### src/rtl/oat_pkg.sv
// ----------------------------------------------------------------------------
// oat_pkg
// Shared types and constants for the ordered array table: field widths,
// request and status codes, and the control word broadcast to the cells.
// ----------------------------------------------------------------------------
package oat_pkg;

  localparam int DEPTH_DEFAULT = 256;

  localparam int OP_W   = 3;
  localparam int POS_W  = 8;
  localparam int VAL_W  = 32;
  localparam int IDX_W  = 9;
  localparam int STAT_W = 2;
  localparam int CNT_W  = 9;

  typedef enum logic [OP_W-1:0] {
    OP_INSERT     = 3'd0,
    OP_DEL_ORDER  = 3'd1,
    OP_DEL_SWAP   = 3'd2,
    OP_LINEAR     = 3'd3,
    OP_BIN_EXACT  = 3'd4,
    OP_LOWER      = 3'd5
  } op_t;

  typedef enum logic [STAT_W-1:0] {
    STAT_OK    = 2'd0,
    STAT_FULL  = 2'd1,
    STAT_RANGE = 2'd2
  } status_t;

  // what a cell does with its stored entry
  typedef enum logic [1:0] {
    EO_HOLD,
    EO_INSERT,
    EO_DELETE,
    EO_WRITE
  } entry_op_t;

  // what a cell does with its readout ring stage
  typedef enum logic [1:0] {
    RO_HOLD,
    RO_LOAD,
    RO_LEFT,
    RO_RIGHT
  } ring_op_t;

  typedef enum logic [2:0] {
    S_IDLE,
    S_SCAN,
    S_SWAP,
    S_BSEARCH,
    S_FLUSH
  } state_t;

  typedef struct packed {
    entry_op_t               entry_op;
    ring_op_t                ring_op;
    logic [POS_W-1:0]        pos;
    logic signed [VAL_W-1:0] data;
  } cell_ctrl_t;

endpackage

### src/rtl/oat_cell.sv
// ----------------------------------------------------------------------------
// oat_cell
// One table cell: a stored entry that shifts with its neighbours on insert
// and ordered delete, and one stage of the rotating readout ring.
// ----------------------------------------------------------------------------
module oat_cell #(
  parameter int IDX = 0
) (
  input  logic                             clk,
  input  oat_pkg::cell_ctrl_t              ctrl,
  input  logic signed [oat_pkg::VAL_W-1:0] left_entry,
  input  logic signed [oat_pkg::VAL_W-1:0] right_entry,
  input  logic signed [oat_pkg::VAL_W-1:0] ring_left,
  input  logic signed [oat_pkg::VAL_W-1:0] ring_right,
  output logic signed [oat_pkg::VAL_W-1:0] entry,
  output logic signed [oat_pkg::VAL_W-1:0] ring
);

  localparam logic [31:0] MY_IDX = 32'(IDX);

  logic [31:0]                      pos_x;
  logic signed [oat_pkg::VAL_W-1:0] entry_next;
  logic signed [oat_pkg::VAL_W-1:0] ring_next;

  assign pos_x = 32'(ctrl.pos);

  always_comb begin
    unique case (ctrl.entry_op)
      oat_pkg::EO_INSERT: begin
        if (MY_IDX > pos_x) begin
          entry_next = left_entry;
        end else if (MY_IDX == pos_x) begin
          entry_next = ctrl.data;
        end else begin
          entry_next = entry;
        end
      end
      oat_pkg::EO_DELETE: entry_next = (MY_IDX >= pos_x) ? right_entry : entry;
      oat_pkg::EO_WRITE:  entry_next = (MY_IDX == pos_x) ? ctrl.data : entry;
      default:            entry_next = entry;
    endcase
  end

  always_comb begin
    unique case (ctrl.ring_op)
      oat_pkg::RO_LOAD:  ring_next = entry;
      oat_pkg::RO_LEFT:  ring_next = ring_right;
      oat_pkg::RO_RIGHT: ring_next = ring_left;
      default:           ring_next = ring;
    endcase
  end

  always_ff @(posedge clk) begin
    entry <= entry_next;
    ring  <= ring_next;
  end

endmodule

### config.mk
export PLATFORM = sky130hd
export DESIGN_NAME = oat_cell
export DESIGN_NICKNAME = d
export VERILOG_FILES = /design/src/rtl/oat_pkg.sv /design/src/rtl/oat_cell.sv
export SDC_FILE = /design/constraint.sdc
export NUM_CORES = 1
export LEC_CHECK = 0
export BUFFER_PORTS_ARGS = -buffer_cell sky130_fd_sc_hd__buf_2
export CAP_MARGIN = 10
export CORE_AREA = 2 2 93 95
export DETAILED_ROUTE_END_ITERATION = 12
export DIE_AREA = 0 0 95 97
export PLACE_DENSITY = 0.81
export RECOVER_POWER = 25
export SKIP_LAST_GASP = 1
export SLEW_MARGIN = 20
export SYNTH_ARGS = -nofsm -noshare
export SYNTH_HDL_FRONTEND = slang
export SYNTH_SLANG_ARGS = --single-unit
### constraint.sdc
create_clock -name clk -period 5.9 [get_ports clk]
set_clock_uncertainty 0.2 [all_clocks]
set_input_delay 0.295 -clock clk [delete_from_list [all_inputs] [get_ports clk]]
set_output_delay 0.295 -clock clk [all_outputs]
set_load 0.05 [all_outputs]
==> results.sh <==
export IMPL_ant_nets=0
export IMPL_synth_edf_count=64
export IMPL_synthCells=325
export IMPL_chipHeight_um=97
export IMPL_dpl_cell_area_sq_um=4440
export IMPL_status="finished with violations"
export IMPL_die_width_um=95
export IMPL_path_class="in -> reg"
export IMPL_netlist_area_sq_um=3400
export IMPL_grt_max_degree=66
export IMPL_cts_tree="done"
export IMPL_maxSlewViolCount=34
export IMPL_synth_distinct_cells=17
export IMPL_worstSetupEndpoint="ring[24]"
export IMPL_fin_tns_setup_ps=0
export IMPL_core_region_area_sq_um=8130
export IMPL_drt_iter0_drc=155
export IMPL_h_tree_depth=3
export IMPL_synth_top_area_cell="edfxtp_1"
export IMPL_finalCritPeriodShare_pct=54.0
export IMPL_hpwlAfterDp_um=7390
export IMPL_synth_area_leaders="edfxtp_1 (57%), mux2i_1 (9.4%), nor2_1 (7.1%), a31oi_1 (5.9%), a21oi_1 (4.7%)"
export IMPL_dr_pass1_iters=5
export IMPL_grt_overflow_total=0
export IMPL_worst_pin_slew_ps=2380
export IMPL_ir_drop_uv=117
export IMPL_postCtsResizedCells=0
export IMPL_violations="capacitance limit, slew limit"
export IMPL_yosysWarnings=0
export IMPL_rsz0062_at_grt="no"
export IMPL_root_buffer="clkbuf_8"
export IMPL_rows=33
export IMPL_hold_depth=3
export IMPL_max_cap_violations=1
export IMPL_startpoint_type="input pin"
export IMPL_async_flop_share_pct=0
export IMPL_start_util_pct=41.8
export IMPL_grt_pass1_vias=3332
export IMPL_wl_met2_um=5240
export IMPL_r2r_start="entry[11]"
export IMPL_antenna_cells=0
export IMPL_clock_sinks=64
export IMPL_synth_nets=498
export IMPL_drc=0
export IMPL_reg2reg_depth=2
export IMPL_dieArea_sq_um=9220
export IMPL_via_per_inst=5.35
export IMPL_num_vias=3345
export IMPL_min_path_type="in -> reg"
export IMPL_worst_skew_pair_late_latency_ps=340
export IMPL_highest_layer="met4"
export IMPL_grt_pass1_wl_um=16300
export IMPL_ctsHoldBuffers=0
export IMPL_cts_reportedPaths_clkPinSlew_ps=80
export IMPL_fmax_mhz=314
export IMPL_finalSetupViolCount=0
export IMPL_cts_setup_buffers=0
export IMPL_synth_common_cells="edfxtp_1 (64), nor2_1 (64)"
export IMPL_routabilityCongestion=0.903
export IMPL_power_per_cell_area_nw_per_um2=279
export IMPL_critical_path_required_ps=5660
export IMPL_endpoint_kind="flop"
export IMPL_grt_total_usage_pct=22.8
export IMPL_wl_per_cell_um=16.7
export IMPL_finalHoldViolCount=0
export IMPL_clock_path_buffers=2
export IMPL_syn2layout_area_growth_pct=36.3
export IMPL_portBuffers=204
export IMPL_fin_nets=688
export IMPL_wl_met3_um=782
export IMPL_ioPinCount=237
export IMPL_ys_ff_latch=64
export IMPL_finalCriticalPeriod_ps=3190
export IMPL_p_leak_nw=1.96
export IMPL_maxSlewHeadroom_pct=-58.7
export IMPL_r2r_end="ring[11]"
export IMPL_drt_wl_total_um=10500
export IMPL_seq_area_frac_synth_pct=56.6
export IMPL_r2r_setup_slack_ps=4700
export IMPL_cp_startpoint="ctrl[40]"
export IMPL_worst_ep_arrival_time_ps=2950
export IMPL_antenna_found_initial=0
export IMPL_synth_area_per_cell_sq_um=10.5
export IMPL_crit_fanout=33
export IMPL_synth_top_area_share_pct=56.6
export IMPL_numCtsBuffers=9
export IMPL_synthFlopType="edfxtp_1"
export IMPL_final_area_sq_um=4630
export IMPL_drt_met1_wl_um=4250
export IMPL_drive_gt1_share_pct=40.6
==> power breakdown <==
group / internal (mW) / switching (mW) / total (mW)
clock network: 0.237 / 0.169 / 0.405
registers: 0.550 / 0.0208 / 0.571
logic: 0.0919 / 0.225 / 0.317
total: 0.879 / 0.415 / 1.29
==> area by class of cell <==
class / instances / area (sq um)
Fill cell: 758 / 3500
Clock buffer: 10 / 128
Tap cell: 105 / 131
Clock inverter: 6 / 83.8
Multi-Input combinational cell: 231 / 1340
Sequential cell: 64 / 1920
Timing Repair Buffer: 209 / 1030
==> worst min path at each step <==
stage               startpoint         to
6_report        right_entry[2]   entry[2]
4_1_cts        right_entry[15]  entry[15]
5_1_grt        right_entry[25]  entry[25]
2_1_floorplan  right_entry[23]  entry[23]
3_5_place_dp         entry[26]   ring[26]
3_3_place_gp          entry[5]    ring[5]
==> routing by layer <==
layer | vias to the layer above | GRT usage, %
met5 | - | 0
met4 | 0 | 9.25
met2 | 160 | 37.9
li1 | 1604 | -
met3 | 21 | 4.44
met1 | 1560 | 28.8
==> sequential cells by signal, indices dropped and copies added, names as in the netlist <==
register / count
ring: 32
entry: 32
==> critical path, cell delays in order <==
cell and delay, ps:
buf_2 70, clkbuf_1 1690, or2_2 840
==> layout by cell type, fill, tap and decap left out <==
cell type,instances
buf_2,186
nor2_1,64
edfxtp_1,64
mux2i_1,32
a21oi_1,32
nand3_1,32
o21ai_1,32
a31oi_1,32
clkbuf_1,20
clkbuf_8,9
buf_4,4
clkinv_2,3
nor4_4,2
or4_4,2
bufinv_16,2
nand2b_4,1
or2_2,1
a31o_1,1
clkinv_4,1
==> cells by family after synthesis <==
kind of cell           after synthesis  share of synthesized area [%]
AO/OA/AOI/OAI                       97                           15.6
buffers and inverters               30                           4.90
flip-flops                          64                           56.6
multiplexers                        32                           9.43
AND/OR/NAND/NOR                    102                           13.5
==> stage by stage <==
stage / setup slack, ps / hold WS [ps] / cells / util [%] / power, mW
2_1_floorplan: 3520 / 349 / 325 / - / 0.792
3_3_place_gp: 3690 / 417 / 609 / 54.6 / 0.892
3_5_place_dp: 3650 / 419 / 609 / 54.6 / 0.899
4_1_cts: 4010 / 94.4 / 625 / 57.2 / 1.30
5_1_grt: 2450 / 99.0 / 625 / 56.9 / 1.35
6_report: 2710 / 113 / 625 / 56.9 / 1.29
(Power assumes the default switching activity.)
