## src/rtl/oat_pkg.sv

```systemverilog
// ----------------------------------------------------------------------------
// oat_pkg
// Shared types and constants for the ordered array table: field widths,
// request and status codes, and the control word broadcast to the cells.
// ----------------------------------------------------------------------------
package oat_pkg;

  localparam int DEPTH_DEFAULT = 256;

  localparam int OP_W   = 3;
  localparam int POS_W  = 8;
  localparam int VAL_W  = 32;
  localparam int IDX_W  = 9;
  localparam int STAT_W = 2;
  localparam int CNT_W  = 9;

  typedef enum logic [OP_W-1:0] {
    OP_INSERT     = 3'd0,
    OP_DEL_ORDER  = 3'd1,
    OP_DEL_SWAP   = 3'd2,
    OP_LINEAR     = 3'd3,
    OP_BIN_EXACT  = 3'd4,
    OP_LOWER      = 3'd5
  } op_t;

  typedef enum logic [STAT_W-1:0] {
    STAT_OK    = 2'd0,
    STAT_FULL  = 2'd1,
    STAT_RANGE = 2'd2
  } status_t;

  // what a cell does with its stored entry
  typedef enum logic [1:0] {
    EO_HOLD,
    EO_INSERT,
    EO_DELETE,
    EO_WRITE
  } entry_op_t;

  // what a cell does with its readout ring stage
  typedef enum logic [1:0] {
    RO_HOLD,
    RO_LOAD,
    RO_LEFT,
    RO_RIGHT
  } ring_op_t;

  typedef enum logic [2:0] {
    S_IDLE,
    S_SCAN,
    S_SWAP,
    S_BSEARCH,
    S_FLUSH
  } state_t;

  typedef struct packed {
    entry_op_t               entry_op;
    ring_op_t                ring_op;
    logic [POS_W-1:0]        pos;
    logic signed [VAL_W-1:0] data;
  } cell_ctrl_t;

endpackage

```

## src/rtl/oat_if.sv

```systemverilog
// ----------------------------------------------------------------------------
// oat_if
// Valid/ready channels of the ordered array table: request and response.
// ----------------------------------------------------------------------------
interface oat_req_if;
  logic                              valid;
  logic                              ready;
  logic [oat_pkg::OP_W-1:0]          operation;
  logic [oat_pkg::POS_W-1:0]         position;
  logic signed [oat_pkg::VAL_W-1:0]  value;

  modport source (output valid, operation, position, value, input ready);
  modport sink   (input valid, operation, position, value, output ready);
endinterface

interface oat_rsp_if;
  logic                        valid;
  logic                        ready;
  logic [oat_pkg::IDX_W-1:0]   index;
  logic                        found;
  logic [oat_pkg::STAT_W-1:0]  status;
  logic [oat_pkg::CNT_W-1:0]   entry_count;

  modport source (output valid, index, found, status, entry_count, input ready);
  modport sink   (input valid, index, found, status, entry_count, output ready);
endinterface

```

## src/rtl/oat_seq.sv

```systemverilog
// ----------------------------------------------------------------------------
// oat_seq
// Request sequencer: decodes requests, steers the cell row, walks the
// readout ring for searches and swap-last, and holds the response register.
// ----------------------------------------------------------------------------
module oat_seq #(
  parameter int DEPTH = oat_pkg::DEPTH_DEFAULT
) (
  input  logic                             clk,
  input  logic                             rst,
  oat_req_if.sink                          req,
  oat_rsp_if.source                        rsp,
  input  logic signed [oat_pkg::VAL_W-1:0] head,
  output oat_pkg::cell_ctrl_t              ctrl
);

  localparam int CW = $clog2(DEPTH + 1);
  localparam int SW = CW + 1;
  localparam int XW = (CW > oat_pkg::POS_W) ? CW : oat_pkg::POS_W;
  localparam logic [CW-1:0] DEPTH_C = CW'(DEPTH);
  localparam logic [CW-1:0] ONE_C   = CW'(1);

  oat_pkg::state_t state, state_next;

  logic [CW-1:0] n, n_next;
  logic [CW-1:0] ptr, ptr_next;
  logic [CW-1:0] lo, lo_next;
  logic [CW-1:0] hx, hx_next;

  oat_pkg::op_t                     op_q, op_in;
  logic [oat_pkg::POS_W-1:0]        pos_q;
  logic signed [oat_pkg::VAL_W-1:0] key_q;

  logic [oat_pkg::IDX_W-1:0] res_index, res_index_next;
  logic                      res_found, res_found_next;
  oat_pkg::status_t          res_status, res_status_next;
  logic [oat_pkg::CNT_W-1:0] res_count, res_count_next;

  logic                      out_valid;
  logic [oat_pkg::IDX_W-1:0] out_index;
  logic                      out_found;
  oat_pkg::status_t          out_status;
  logic [oat_pkg::CNT_W-1:0] out_count;

  logic          accept, out_free, out_load;
  logic          full, ins_range, del_range;
  logic          exact, head_eq, head_lt;
  logic [SW-1:0] mid_sum;
  logic [CW-1:0] mid;
  logic          at_mid, scan_done, swap_done, bs_empty, bs_done;

  assign op_in     = oat_pkg::op_t'(req.operation);
  assign req.ready = (state == oat_pkg::S_IDLE);
  assign accept    = req.valid && req.ready;

  assign out_free = !out_valid || rsp.ready;
  assign out_load = (state == oat_pkg::S_FLUSH) && out_free;

  assign full      = (n == DEPTH_C);
  assign ins_range = XW'(req.position) >  XW'(n);
  assign del_range = XW'(req.position) >= XW'(n);

  assign exact   = (op_q == oat_pkg::OP_BIN_EXACT);
  assign head_eq = (head == key_q);
  assign head_lt = (head < key_q);

  // exact search keeps hx = hi + 1, so its midpoint drops one
  assign mid_sum = SW'(lo) + SW'(hx) - SW'(exact);
  assign mid     = mid_sum[CW:1];
  assign at_mid  = (ptr == mid);

  assign scan_done = (ptr == n) || head_eq;
  assign swap_done = (ptr == n - ONE_C);
  assign bs_empty  = (lo >= hx);
  assign bs_done   = bs_empty || (at_mid && head_eq && exact);

  // next state
  always_comb begin
    state_next = state;
    unique case (state)
      oat_pkg::S_IDLE: begin
        if (accept) begin
          unique case (op_in)
            oat_pkg::OP_DEL_SWAP: begin
              state_next = del_range ? oat_pkg::S_FLUSH : oat_pkg::S_SWAP;
            end
            oat_pkg::OP_LINEAR:    state_next = oat_pkg::S_SCAN;
            oat_pkg::OP_BIN_EXACT: state_next = oat_pkg::S_BSEARCH;
            oat_pkg::OP_LOWER:     state_next = oat_pkg::S_BSEARCH;
            default:               state_next = oat_pkg::S_FLUSH;
          endcase
        end
      end
      oat_pkg::S_SCAN:    if (scan_done) state_next = oat_pkg::S_FLUSH;
      oat_pkg::S_SWAP:    if (swap_done) state_next = oat_pkg::S_FLUSH;
      oat_pkg::S_BSEARCH: if (bs_done)   state_next = oat_pkg::S_FLUSH;
      oat_pkg::S_FLUSH:   if (out_free)  state_next = oat_pkg::S_IDLE;
      default:            state_next = oat_pkg::S_IDLE;
    endcase
  end

  // outputs and datapath
  always_comb begin
    ctrl            = '{oat_pkg::EO_HOLD, oat_pkg::RO_HOLD, pos_q, key_q};
    n_next          = n;
    ptr_next        = ptr;
    lo_next         = lo;
    hx_next         = hx;
    res_index_next  = res_index;
    res_found_next  = res_found;
    res_status_next = res_status;
    res_count_next  = res_count;

    unique case (state)
      oat_pkg::S_IDLE: begin
        if (accept) begin
          ctrl.pos        = req.position;
          ctrl.data       = req.value;
          ptr_next        = '0;
          lo_next         = '0;
          hx_next         = n;
          res_index_next  = '0;
          res_found_next  = 1'b0;
          res_status_next = oat_pkg::STAT_OK;
          res_count_next  = oat_pkg::CNT_W'(n);
          unique case (op_in)
            oat_pkg::OP_INSERT: begin
              res_index_next = oat_pkg::IDX_W'(req.position);
              if (full) begin
                res_status_next = oat_pkg::STAT_FULL;
              end else if (ins_range) begin
                res_status_next = oat_pkg::STAT_RANGE;
              end else begin
                ctrl.entry_op  = oat_pkg::EO_INSERT;
                n_next         = n + ONE_C;
                res_count_next = oat_pkg::CNT_W'(n + ONE_C);
              end
            end
            oat_pkg::OP_DEL_ORDER: begin
              res_index_next = oat_pkg::IDX_W'(req.position);
              if (del_range) begin
                res_status_next = oat_pkg::STAT_RANGE;
              end else begin
                ctrl.entry_op  = oat_pkg::EO_DELETE;
                n_next         = n - ONE_C;
                res_count_next = oat_pkg::CNT_W'(n - ONE_C);
              end
            end
            oat_pkg::OP_DEL_SWAP: begin
              res_index_next = oat_pkg::IDX_W'(req.position);
              if (del_range) begin
                res_status_next = oat_pkg::STAT_RANGE;
              end else begin
                ctrl.ring_op = oat_pkg::RO_LOAD;
              end
            end
            oat_pkg::OP_LINEAR:    ctrl.ring_op = oat_pkg::RO_LOAD;
            oat_pkg::OP_BIN_EXACT: ctrl.ring_op = oat_pkg::RO_LOAD;
            oat_pkg::OP_LOWER:     ctrl.ring_op = oat_pkg::RO_LOAD;
            default: ;
          endcase
        end
      end
      oat_pkg::S_SCAN: begin
        if (ptr == n) begin
          res_index_next = oat_pkg::IDX_W'(n);
        end else if (head_eq) begin
          res_index_next = oat_pkg::IDX_W'(ptr);
          res_found_next = 1'b1;
        end else begin
          ctrl.ring_op = oat_pkg::RO_LEFT;
          ptr_next     = ptr + ONE_C;
        end
      end
      oat_pkg::S_SWAP: begin
        if (swap_done) begin
          ctrl.entry_op  = oat_pkg::EO_WRITE;
          ctrl.data      = head;
          n_next         = n - ONE_C;
          res_count_next = oat_pkg::CNT_W'(n - ONE_C);
        end else begin
          ctrl.ring_op = oat_pkg::RO_LEFT;
          ptr_next     = ptr + ONE_C;
        end
      end
      oat_pkg::S_BSEARCH: begin
        if (bs_empty) begin
          res_index_next = exact ? oat_pkg::IDX_W'(n) : oat_pkg::IDX_W'(lo);
          res_found_next = !exact && (lo < n);
        end else if (at_mid) begin
          if (head_lt) begin
            lo_next = mid + ONE_C;
          end else if (head_eq && exact) begin
            res_index_next = oat_pkg::IDX_W'(mid);
            res_found_next = 1'b1;
          end else begin
            hx_next = mid;
          end
        end else if (mid > ptr) begin
          ctrl.ring_op = oat_pkg::RO_LEFT;
          ptr_next     = ptr + ONE_C;
        end else begin
          ctrl.ring_op = oat_pkg::RO_RIGHT;
          ptr_next     = ptr - ONE_C;
        end
      end
      default: ;
    endcase
  end

  always_ff @(posedge clk) begin
    if (rst) begin
      state     <= oat_pkg::S_IDLE;
      n         <= '0;
      out_valid <= 1'b0;
    end else begin
      state <= state_next;
      n     <= n_next;
      if (out_load) begin
        out_valid <= 1'b1;
      end else if (rsp.ready) begin
        out_valid <= 1'b0;
      end
    end
  end

  always_ff @(posedge clk) begin
    ptr        <= ptr_next;
    lo         <= lo_next;
    hx         <= hx_next;
    res_index  <= res_index_next;
    res_found  <= res_found_next;
    res_status <= res_status_next;
    res_count  <= res_count_next;
    if (accept) begin
      op_q  <= op_in;
      pos_q <= req.position;
      key_q <= req.value;
    end
    if (out_load) begin
      out_index  <= res_index;
      out_found  <= res_found;
      out_status <= res_status;
      out_count  <= res_count;
    end
  end

  assign rsp.valid       = out_valid;
  assign rsp.index       = out_index;
  assign rsp.found       = out_found;
  assign rsp.status      = out_status;
  assign rsp.entry_count = out_count;

endmodule

```

## src/flat_wrapper.sv

```systemverilog
// flat-port wrapper written by rule: the top's interface ports become plain ports
module oat_seq_flat 
#(
  parameter int DEPTH = oat_pkg::DEPTH_DEFAULT
)
  (clk, rst, head, ctrl, req_valid, req_operation, req_position, req_value, req_ready, rsp_valid, rsp_index, rsp_found, rsp_status, rsp_entry_count, rsp_ready);
  oat_req_if req_i ();
  oat_rsp_if rsp_i ();
  input  logic clk;
  input  logic rst;
  input  logic signed [oat_pkg::VAL_W-1:0] head;
  output oat_pkg::cell_ctrl_t ctrl;
  input wire logic [$bits(req_i.valid)-1:0] req_valid;
  input wire logic [$bits(req_i.operation)-1:0] req_operation;
  input wire logic [$bits(req_i.position)-1:0] req_position;
  input wire logic [$bits(req_i.value)-1:0] req_value;
  output wire logic [$bits(req_i.ready)-1:0] req_ready;
  output wire logic [$bits(rsp_i.valid)-1:0] rsp_valid;
  output wire logic [$bits(rsp_i.index)-1:0] rsp_index;
  output wire logic [$bits(rsp_i.found)-1:0] rsp_found;
  output wire logic [$bits(rsp_i.status)-1:0] rsp_status;
  output wire logic [$bits(rsp_i.entry_count)-1:0] rsp_entry_count;
  input wire logic [$bits(rsp_i.ready)-1:0] rsp_ready;
  assign req_i.valid = req_valid;
  assign req_i.operation = req_operation;
  assign req_i.position = req_position;
  assign req_i.value = req_value;
  assign req_ready = req_i.ready;
  assign rsp_valid = rsp_i.valid;
  assign rsp_index = rsp_i.index;
  assign rsp_found = rsp_i.found;
  assign rsp_status = rsp_i.status;
  assign rsp_entry_count = rsp_i.entry_count;
  assign rsp_i.ready = rsp_ready;
  oat_seq #(.DEPTH(DEPTH)) u_core (.clk(clk), .rst(rst), .req(req_i), .rsp(rsp_i), .head(head), .ctrl(ctrl));
endmodule
```

## config.mk

```make
export PLATFORM = sky130hd
export DESIGN_NAME = oat_seq_flat
export DESIGN_NICKNAME = d
export VERILOG_FILES = /design/src/rtl/oat_pkg.sv /design/src/rtl/oat_if.sv /design/src/rtl/oat_seq.sv /design/src/flat_wrapper.sv
export SDC_FILE = /design/constraint.sdc
export NUM_CORES = 1
export LEC_CHECK = 0
export ABC_AREA = 1
export BUFFER_PORTS_ARGS = -buffer_cell sky130_fd_sc_hd__buf_4
export CAP_MARGIN = 20
export CORE_UTILIZATION = 59
export DETAILED_ROUTE_END_ITERATION = 16
export PLACE_DENSITY = 0.82
export SLEW_MARGIN = 20
export SYNTH_ARGS = -nofsm -noshare
export SYNTH_HDL_FRONTEND = slang
export SYNTH_SLANG_ARGS = --single-unit
```

## constraint.sdc

```tcl
create_clock -name clk -period 4.7 [get_ports clk]
set_input_delay 1.175 -clock clk [delete_from_list [all_inputs] [get_ports clk]]
set_output_delay 1.175 -clock clk [all_outputs]
set_load 0.02 [all_outputs]
```

==> results.toml <==
[global_route]
grt_start_max_net_pins = 44
grtUsageTotal = 0.386
grt_pass1_wl_mm = 48.1
first_global_vias = 8876
grt-ovfl-total = 0
antenna_found_initial = 1

[routing]
drtIter0Drc = 1397
drc_errors = 0
wl_per_cell_um = 19.5
final_antenna_net_count = 0
viasPerCell = 5.93
drt_first_pass_iters = 6
m1WireLength_mm = 12.2
top_layer_used = "met4"
vias = 9936
wl_met2_mm = 14.7
routed-wl-met3_mm = 3.80
drt_wl_total_mm = 32.7

[hold_path]
worstHoldPathType = "reg -> reg"
hold_start = "u_core.res_count[0]"
hold_end = "u_core.rsp.entry_count[0]"
hold_path_depth = 0

[sta]
worst_slack_ns = -0.0814
finalCriticalPeriod_ns = 4.78
worst_pin_slew_ns = 0.654
hold_violations = 0
fmax_mhz = 209
period_share = 1.02
fin_tns_setup_ns = -0.0814
rsz0062_at_grt = "yes"
finClkSkew_ns = 0.0117
setup_viol = 1
slew_headroom = 0.563
finalMaxSlewViolations = 0

[floorplan]
floorplan.initialDensity = 0.605
rows = 46
die_area_um2 = 16800
die-height_um = 130
ioPinCount = 146
die_w_um = 130
core_um2 = 15900

[synthesis]
syn_avg_cell_area_um2 = 7.63
synth_top_area_share = 0.350
synth_fa_ha_area_frac = 0.115
ys_types = 43
syn_area_um2 = 9610
netlist_top_cells_area = "edfxtp_1, nand2_1, ha_1, inv_1, nand3_1"
synth_compound_area_frac = 0.107
yosys.area_share.simple = 0.282
seq_area_frac_synth = 0.377
yosysTopAreaCell = "edfxtp_1"
synth_top_family_by_area = "simple AND/OR/NAND/NOR gates"
ys_ff_latch = 125
synthCells = 1260
synth_xor_area_frac = 0.0290
synth.mux.area_fraction = 0
yosysWarnings = 0
syn_nets = 1427

[critical_path]
worstReg2RegStart = "u_core.op_q[1]"
cp-end-kind = "output pin"
start_kind = "flip-flop"
rr_endpoint = "u_core.res_index[5]"
crit_required_ns = 3.52
criticalPathCategory = "reg -> out"
reg2reg_depth = 20
crit_arrival_ns = 3.61
worst-path-max-fanout = 4
r2r_slack_ns = 0.72

[final_layout]
nets = 1611
syn_to_final_growth_pct = 25.6
instances_no_fill = 1675
drive_gt1_frac = 0.226

[pwr]
p_leak_nw = 5.77
power_density_nw_per_um2 = 827
peakVddDrop_v = 0.000740

[clock_tree]
cts_sinks = 125
cts.path.max_buffers = 2
clkLatencyLatePin_ns = 0.44
cts_tree = "yes"
numCtsBuffers = 17
h-tree-depth = 4
clk_pin_slew_worst_paths_ns = 0.07
cts_root_buf = "clkbuf_16"

[placement]
dp.final_hpwl_mm = 22.5
dpl.cell_count = 1615
gp_congestion = 1.01
portBuffers = 145

[status]
violations = "negative setup slack"
status = "complete, but fails checks"

[flow_run]
max_cap_violations = 0
## metal layers
layer  global-route usage  vias to the layer above
li1                     -                     4584
met1                0.480                     4496
met2                0.623                      688
met3               0.0851                      168
met4                0.219                        0
met5                    0                        -
## worst max-delay path: stages, from the launching register on
cell and delay (ns):
edfxtp_1 0.42, nor2_4 0.16, nand2_2 0.10, inv_2 0.10, nand2_4 0.07, ha_4 0.26, nand2_1 0.08, inv_1 0.07
nand4_1 0.17, nand2_1 0.12, nand2_1 0.10, and2_4 0.18, ha_1 0.28, a21oi_1 0.17, o21a_1 0.15, o21ai_0 0.10
nand2_1 0.08, nand2_1 0.05, nand2_1 0.08, nand2_2 0.11, o21ai_4 0.18, buf_6 0.14
## timing repair
action | in CTS | in global routing
gates resized for setup | 31 | 38
pin swaps | 8 | 16
gates cloned | 0 | 0
buffers inserted | 13 | 13
endpoints found under the setup margin | 2 | 2
hold buffers | 0 | 0
hold endpoints to repair | 0 | 0
## registers in the layout (all words and copies together), names as in the netlist
register,count
u_core.rsp.entry_count,9
u_core.state,3
u_core.res_found,1
u_core.res_index,9
u_core.op_q,3
u_core.pos_q,8
u_core.rsp.found,1
u_core.rsp.index,9
u_core.hx,9
u_core.n,9
u_core.rsp.status,2
u_core.res_status,2
u_core.rsp.valid,1
u_core.ptr,9
u_core.key_q,32
u_core.lo,9
u_core.res_count,9
## placed cells by master (no fill, tap or decap), drive strengths merged
cell type | synthesis | final
a21oi | 54 | 54
edfxtp | 112 | 112
a31oi | 1 | 1
o31ai | 2 | 2
and2 | 2 | 2
a22oi | 19 | 19
nor3 | 14 | 14
clkbuf | 21 | 17
o21a | 4 | 4
nand3 | 103 | 103
o211ai | 12 | 12
diode | 0 | 2
nor4 | 3 | 3
inv | 161 | 169
fa | 1 | 1
clkinvlp | 0 | 1
clkinv | 3 | 7
dfxtp | 13 | 13
nand3b | 4 | 4
o2111ai | 4 | 4
nor2 | 102 | 102
xor2 | 26 | 26
nand4 | 23 | 23
buf | 20 | 206
o221ai | 1 | 1
nand2 | 373 | 373
o21ai | 82 | 82
bufinv | 0 | 2
o21bai | 3 | 3
ha | 87 | 87
or2 | 5 | 5
xnor2 | 5 | 5
## logic make-up after synthesis
family,after synthesis
buf+inv,205
simple gates,629
fa+ha+maj,88
flops,125
xor+xnor,31
compound gates,182
## power breakdown
group | switching, mW | total (mW) | internal, mW
combinational | 4.20 | 6.59 | 2.39
sequential | 0.255 | 2.02 | 1.76
clock | 0.571 | 1.37 | 0.799
total | 5.02 | 9.97 | 4.95
## stage by stage
stage	setup WS, ns	power, mW	hold WS [ns]	utilization	area (µm²)
after floorplan	0.314	5.77	0.400	-	9610
after global placement	0.279	7.43	0.402	0.692	11000
after detailed placement	0.0196	7.56	0.405	0.692	11000
after CTS	0.00842	9.27	0.420	0.743	11800
after global routing	-0.306	10.6	0.428	0.759	12100
final	-0.0814	9.97	0.419	0.760	12100
## how the worst max path moves through the flow
| stage | from | to | cells past startpoint |
|---|---|---|---|
| 6_report | u_core.op_q[1] | ctrl[40] | 21 |
| 5_1_grt | u_core.lo[3] | ctrl[40] | 21 |
| 3_3_place_gp | u_core.lo[3] | ctrl[41] | 19 |
| 3_5_place_dp | u_core.lo[3] | ctrl[41] | 19 |
| 2_1_floorplan | req_valid | ctrl[40] | 5 |
| 4_1_cts | u_core.lo[2] | ctrl[41] | 21 |
## Yosys cell counts, drive strengths merged
| cell type | count |
|---|---|
| o21bai | 3 |
| nand3 | 103 |
| nor3 | 14 |
| clkinv | 3 |
| a22oi | 19 |
| o31ai | 2 |
| edfxtp | 112 |
| nor2 | 102 |
| inv | 161 |
| xor2 | 26 |
| buf | 20 |
| xnor2 | 5 |
| a21oi | 54 |
| nor4 | 3 |
| dfxtp | 13 |
| nand3b | 4 |
| o211ai | 12 |
| o21ai | 82 |
| clkbuf | 21 |
| o2111ai | 4 |
| o221ai | 1 |
| nand4 | 23 |
| or2 | 5 |
| a31oi | 1 |
| fa | 1 |
| ha | 87 |
| nand2 | 373 |
| o21a | 4 |
| and2 | 2 |
## final cells by class
cell class,instances,area (µm²)
multi-input combinational,930,5400
inverter,164,622
clock buffer,17,425
tap,216,270
fill,1145,3820
sequential,125,3620
timing repair buffer,206,1550
clock inverter,15,171
antenna,2,5.00
Power figures use the tool's default switching activity.
